<file path="src/sv/bgc_pkg.sv">
// Package for the Big5 / GB2312 code converter.
// Holds the beat types, the code range limits and the replacement codes.
// No dependencies.
package bgc_pkg;

   // One output beat: a byte and its end-of-string flag.
   typedef struct packed {
      logic [7:0] data;
      logic       last;
   } bgc_beat_type;

   // Push request from the lookup stage into the output queue.
   typedef struct packed {
      logic         valid;
      logic         two;
      bgc_beat_type first;
      bgc_beat_type second;
   } bgc_push_type;

   // Output queue geometry.
   localparam int unsigned OQ_DEPTH = 4;
   localparam int unsigned OQ_AW    = 2;
   localparam int unsigned OQ_CW    = 3;

   // Big5 ranges.
   localparam logic [7:0] B5_LEAD_LO    = 8'ha1;
   localparam logic [7:0] B5_LEAD_HI    = 8'hf9;
   localparam logic [7:0] B5_TRAIL1_LO  = 8'h40;
   localparam logic [7:0] B5_TRAIL1_HI  = 8'h7e;
   localparam logic [7:0] B5_TRAIL2_LO  = 8'ha1;
   localparam logic [7:0] B5_TRAIL2_HI  = 8'hfe;
   localparam logic [7:0] B5_TRAIL2_OFS = 8'd63;
   localparam logic [7:0] B5_ROW_LEN    = 8'd157;

   // GB2312 ranges.
   localparam logic [7:0] GB_TRAIL_LO   = 8'ha1;
   localparam logic [7:0] GB_TRAIL_HI   = 8'hfe;
   localparam logic [7:0] GB_LEAD1_LO   = 8'ha1;
   localparam logic [7:0] GB_LEAD1_HI   = 8'ha9;
   localparam logic [7:0] GB_LEAD2_LO   = 8'hb0;
   localparam logic [7:0] GB_LEAD2_HI   = 8'hf7;
   localparam logic [7:0] GB_LEAD2_ROW  = 8'd9;
   localparam logic [7:0] GB_ROW_LEN    = 8'd94;

   // Replacement pairs for each direction.
   localparam logic [15:0] B5_TO_GB_REPL = 16'ha1f5;
   localparam logic [15:0] GB_TO_B5_REPL = 16'ha1bc;

   // Direction register codes.
   localparam logic DIR_BIG5_TO_GB = 1'b0;
   localparam logic DIR_GB_TO_BIG5 = 1'b1;

   // Input item kinds.
   localparam logic MODE_CONVERT = 1'b0;
   localparam logic MODE_LOAD    = 1'b1;

   // Table selector codes of a load beat.
   localparam logic TABLE_BIG5_TO_GB = 1'b0;
   localparam logic TABLE_GB_TO_BIG5 = 1'b1;

endpackage

</file>
<file path="src/sv/bgc_out_queue.sv">
// Output queue of the converter: takes one or two beats a cycle, sends one while rsp_tready is high.
// Depends on bgc_pkg for the beat and push types.
module bgc_out_queue (
   input  logic                  clock,
   input  logic                  reset,
   input  bgc_pkg::bgc_push_type push,
   output logic                  room,
   output logic                  rsp_tvalid,
   input  logic                  rsp_tready,
   output bgc_pkg::bgc_beat_type head
);
   import bgc_pkg::*;

   bgc_beat_type       mem [OQ_DEPTH];
   logic [OQ_AW-1:0]   wr_ptr_ff, wr_ptr_in;
   logic [OQ_AW-1:0]   rd_ptr_ff, rd_ptr_in;
   logic [OQ_CW-1:0]   count_ff, count_in;
   logic [OQ_CW-1:0]   push_n;
   logic               pop;

   // Room for a full pair, judged on the registered count alone.
   assign room       = (count_ff <= OQ_CW'(OQ_DEPTH - 2));
   assign rsp_tvalid = (count_ff != '0);
   assign head       = mem[rd_ptr_ff];
   assign pop        = rsp_tvalid && rsp_tready;

   // Pointer and count updates.
   always_comb begin
      push_n    = push.valid ? (push.two ? OQ_CW'(2) : OQ_CW'(1)) : '0;
      wr_ptr_in = wr_ptr_ff + OQ_AW'(push_n);
      rd_ptr_in = pop ? rd_ptr_ff + OQ_AW'(1) : rd_ptr_ff;
      count_in  = count_ff + push_n - (pop ? OQ_CW'(1) : '0);
   end

   always_ff @(posedge clock) begin
      if (reset) begin
         wr_ptr_ff <= '0;
         rd_ptr_ff <= '0;
         count_ff  <= '0;
      end else begin
         wr_ptr_ff <= wr_ptr_in;
         rd_ptr_ff <= rd_ptr_in;
         count_ff  <= count_in;
      end
   end

   // Beat storage; the second beat of a pair goes one place further on.
   always_ff @(posedge clock) begin
      if (push.valid) begin
         mem[wr_ptr_ff] <= push.first;
         if (push.two) begin
            mem[wr_ptr_ff + OQ_AW'(1)] <= push.second;
         end
      end
   end

endmodule

</file>
<file path="config.mk">
export PLATFORM = sky130hd
export DESIGN_NAME = bgc_out_queue
export DESIGN_NICKNAME = d
export VERILOG_FILES = /design/src/sv/bgc_pkg.sv /design/src/sv/bgc_out_queue.sv
export SDC_FILE = /design/constraint.sdc
export NUM_CORES = 1
export LEC_CHECK = 0
export BUFFER_PORTS_ARGS = -buffer_cell sky130_fd_sc_hd__buf_2
export CORE_MARGIN = 10
export CORE_UTILIZATION = 63
export CTS_BUF_LIST = sky130_fd_sc_hd__clkbuf_4 sky130_fd_sc_hd__clkbuf_8
export CTS_CLUSTER_SIZE = 16
export DETAILED_ROUTE_END_ITERATION = 10
export HOLD_SLACK_MARGIN = 0.15
export PLACE_DENSITY = 0.93
export SLEW_MARGIN = 20
export SYNTH_ARGS = -nofsm -noshare
export SYNTH_HDL_FRONTEND = slang
export SYNTH_SLANG_ARGS = --single-unit
</file>
<file path="constraint.sdc">
create_clock -name clock -period 3.96 [get_ports clock]
set_input_delay 0.198 -clock clock [delete_from_list [all_inputs] [get_ports clock]]
set_output_delay 0.198 -clock clock [all_outputs]
set_load 0.01 [all_outputs]
</file>
* After elaboration in Yosys (flattened, before gate mapping) *
Memory sizes are Yosys's and may differ from the RTL's. A register that Yosys moved wholly into a read port is not among the register bits.
Index checks and enable logic that the tools add are counted.

word-level totals
  bits in registers = 7
  memory bits (writable) = 36
  input port bits = 23
  output and inout port bits = 11
  word-level logic and storage cells = 22
  memories kept = 1

memories
  name  words  bits a word  rd ports  clocked after Yosys merged registers in  write ports  line                 RTL
  mem   4      9            1         1                                        2            bgc_out_queue.sv:14  bgc_beat_type mem [OQ_DEPTH];

cells by class
  add/subtract/negate cells = 5
  $lt $le $gt $ge = 1
  mux-type cells = 10
  reductions and logical operators = 2

operators by type and width
  kind                   count
  $mux W2                4
  $mux W1                6
  $add A2 B1 Y2 const B  2
  $add A3 B2 Y3          1
  $le A3 B2 Y1 const B   1
  $reduce_bool A3 Y1     1
  $sub A3 B1 Y3          1
  $add A2 B2 Y2          1
  $logic_and A1 B1 Y1    1

* Depth between registers and ports, before layout *
  word-level depth = 4
  depth in mapped cells = 9
  depth with buffers taken out = 8

* Worst setup path after synthesis *
No wires, ideal clock.

  path kind = reg-to-reg
  start point = register count_ff[2]
  end point = register count_ff[2]
  library setup time = 0.078 ns
  arrival time = 1.950 ns
  required time = 3.882 ns
  slack = 1.933 ns
  cell stages (with the launch flop) = 9
  buffers on the path = 0
  period minus slack after synthesis = 2.027 ns
  path through = dfxtp_1 -> o31a_1 -> ha_1 -> inv_1 -> ha_1 -> fa_1 -> xor2_1 -> and2_1 -> nor3_1

on the way
  word-level cells in the longest chain between the ends = 4
  elaborated cells on any way between the ends = 5
  classes of those cells = 2 x add/sub; 1 x mux; 2 x reduce/logical

ends and longest elaborated chain
  item                    line                 RTL
  start, declared         bgc_out_queue.sv:17  logic [OQ_CW-1:0] count_ff, count_in;
  start signal, assigned  bgc_out_queue.sv:43  count_ff <= count_in;
  $reduce_bool A3 Y1      bgc_out_queue.sv:23  assign rsp_tvalid = (count_ff != '0);
  $logic_and A1 B1 Y1     bgc_out_queue.sv:25  assign pop = rsp_tvalid && rsp_tready;
  net pop                 bgc_out_queue.sv:19  logic pop;
  $mux W1                 bgc_out_queue.sv:32  count_in = count_ff + push_n - (pop ? OQ_CW'(1) : '0);
  $sub A3 B1 Y3           bgc_out_queue.sv:32

The timed path passes the listed nets, and every way through them passes these cells.
A chain may end at the register's enable or synchronous reset.

* Worst setup path after layout *
Ends and elaborated chain as after synthesis.

==> results.yml <==
yosys:
  yosys-top-cells-area: "edfxtp_1 (48%), mux2_2 (13%), mux4_2 (9.0%), dfxtp_1 (8.0%), mux2_4 (6.0%)"
  synth_top_area_share_pct: 47.97
  synth_area_um2: 2253
  synth_top_family_by_area: "multiplexers"
  syn_inst: 142
  synth_commonest_cells: "edfxtp_1 (36), mux2_2 (27), dfxtp_1 (9), mux2_4 (9), mux4_2 (9)"
  syn_nets: 170
  synth_compound_area_share_pct: 1.666
  syn_area_per_cell_um2: 15.87
  yosys.cell_types.count: 28
  yosysSeqAreaShare_pct: 55.97
  synthAdderAreaFrac_pct: 3.109
  synth-async-reset-ratio_pct: 0
  synth-edff-count: 36
  synthMuxAreaShare_pct: 28.48
  synth_seq_cells: 45
  synth.most_common_cell: "edfxtp_1"
  synthSimpleGateAreaFrac_pct: 6.163
  synth_area_leader_cell: "edfxtp_1"
  synth_xor_xnor_area_share_pct: 1.943
  yosys_warnings: 0
  ys.flop_type: "edfxtp_1"
drt:
  drt_iter0_drc: 89
  vias: 1288
  wl_mm: 4.417
  avgViaCountPerCell: 5.750
  firstDrtPassIters: 4
  ant_nets: 0
  wl_per_cell_um: 19.72
  drc_errors: 0
final_layout:
  num_antenna_cells: 0
  fin_nets: 205
  utilization_pct: 74.86
  n_fill_cell: 212
  drive_above_1_share_pct: 49.44
  synthToLayoutAreaGrowth_pct: 12.60
hold_path:
  min_path_type: "in2reg"
  hold_depth: 2
  worstHoldStart: "push[2]"
  hold_end: "mem[3][2]"
placed_design:
  pre_cts_ws_ns: 1.796
  place.gp.congestion: 0.7165
  dp_hpwl_mm: 3.224
  port_buffers: 33
timing:
  slew_violations: 0
  finalSetupViolCount: 0
  skew_ns: 0.009914
  timing.hold.ws_ns: 0.1670
  post-route-min-period_ns: 2.172
  max_freq_mhz: 460.5
  fin_crit_sh_pct: 54.84
  tightest_slew_ns: 0.9439
  slew-limit-headroom_pct: 36.94
  rsz0062_at_grt: "false"
  fin_ws_ns: 1.788
  setup_tns_ns: 0
  hold_viol_final: 0
clock_network:
  htree_levels: 2
  clkLatencyLatePin_ns: 0.36
  cts_resized: 0
  post_cts_buffers: 0
  hold_buffers: 1
  clkSinkCount: 45
  clk_pin_slew_ns: 0.13
  cts_tree: "built"
  cts_inserted_buffers: 5
  clock-root-buffer: "clkbuf_4"
  clockBufferDepth: 2
worst_setup_path:
  critPathKind: "reg2reg"
  r2r_setup_slack_ns: 1.79
  r2r-end: "count_ff[2]"
  crit_arrival_ns: 2.46
  cp-start-kind: "flip-flop"
  critical_path.max_fanout: 6
  endpoint_kind: "flip-flop"
  crit_required_ns: 4.24
  reg2regPathDepth: 8
  reg2reg_from: "count_ff[2]"
power_and_ir_drop:
  p_per_area_nw_per_um2: 498.0
  power_mw: 1.264
  leakagePower_nw: 0.9665
  peakVddDrop_v: 0.0002945
floorplanning:
  io_pins: 34
  die_x_um: 79.81
  start_util_pct: 66.48
  rows: 21
  core-area_um2: 3390
  die_y_um: 79.81
  dieArea_um2: 6369
global_routing:
  grt_use_total_pct: 14.73
  grt-ovfl-total: 0
  grt_max_degree: 14
  antenna_found_initial: 0
  grt_first_pass_wirelength_mm: 7.058
  grt_pass1_vias: 1480
outcome:
  status: "completed"
run:
  maxCapViolations: 0
## cell families (layout without fill, tap and decap cells)
| kind of cell | Yosys count | count (layout) |
|---|---|---|
| AO/OA/AOI/OAI | 6 | 6 |
| AND/OR/NAND/NOR | 24 | 24 |
| XOR/XNOR | 5 | 5 |
| buffers and inverters | 12 | 48 |
| adder cells (fa/ha/maj) | 5 | 5 |
| flip-flops | 45 | 45 |
| multiplexers | 45 | 45 |
## layout make-up
type	instances	area, um2	area share (%)
Sequential cell	45	1261	49.70
Clock buffer	7	58.81	2.318
Timing Repair Buffer	34	175.2	6.903
Tap cell	46	57.56	2.268
Inverter	6	22.52	0.8876
Clock inverter	1	30.03	1.183
Multi-Input combinational cell	85	932.1	36.74
## worst max path at each step
stage / from / to / slack, ns
floorplan: count_ff[2] / count_ff[2] / 1.93
global placement: count_ff[2] / count_ff[2] / 1.91
detailed placement: count_ff[2] / count_ff[2] / 1.80
CTS: count_ff[2] / count_ff[2] / 1.78
global route: count_ff[2] / count_ff[2] / 1.66
finish: count_ff[2] / count_ff[2] / 1.79
## power by group
group | internal (mW) | switching (mW)
Combinational | 0.182 | 0.147
Sequential | 0.569 | 0.0615
Clock | 0.158 | 0.145
Total | 0.909 | 0.354
## state kept, by name (all words and copies together), names as in the netlist, named ones only
| name | count |
|---|---|
| count_ff | 3 |
| mem | 36 |
| rd_ptr_ff | 2 |
| wr_ptr_ff | 2 |
## stage by stage
stage	instance area (um2)	std cells
after floorplan	2253	142
after global placement	2439	215
after detailed placement	2439	215
after CTS	2537	224
after global routing	2537	224
final	2537	224
## layout by cell type (no fill, tap or decap), types with 2 or more instances in the layout
| cell type | count |
|---|---|
| edfxtp_1 | 36 |
| buf_2 | 33 |
| mux2_2 | 27 |
| mux2_4 | 9 |
| mux4_2 | 9 |
| dfxtp_1 | 9 |
| nor2_1 | 7 |
| nor2b_1 | 6 |
| inv_1 | 6 |
| clkbuf_4 | 6 |
| ha_1 | 4 |
| xnor2_1 | 3 |
| nand3_1 | 2 |
| or3_1 | 2 |
| o21ai_0 | 2 |
| and2_1 | 2 |
| a21oi_1 | 2 |
| xor2_1 | 2 |
## layer usage
metal,GRT usage [%],up-vias,routed length [um]
met3,3.491,7,214
li1,-,612,-
met2,27.10,34,2470
met5,0,-,0
met4,6.866,0,64
met1,15.35,635,1667
## critical path, cell delays in order (launching register included)
cell     delay, ns
dfxtp_1       0.37
o31a_1        0.34
ha_1          0.29
inv_1         0.04
ha_1          0.19
fa_1          0.43
xor2_1        0.17
and2_1        0.16
nor3_1        0.12
No activity file was read; power rests on OpenSTA's default activity.
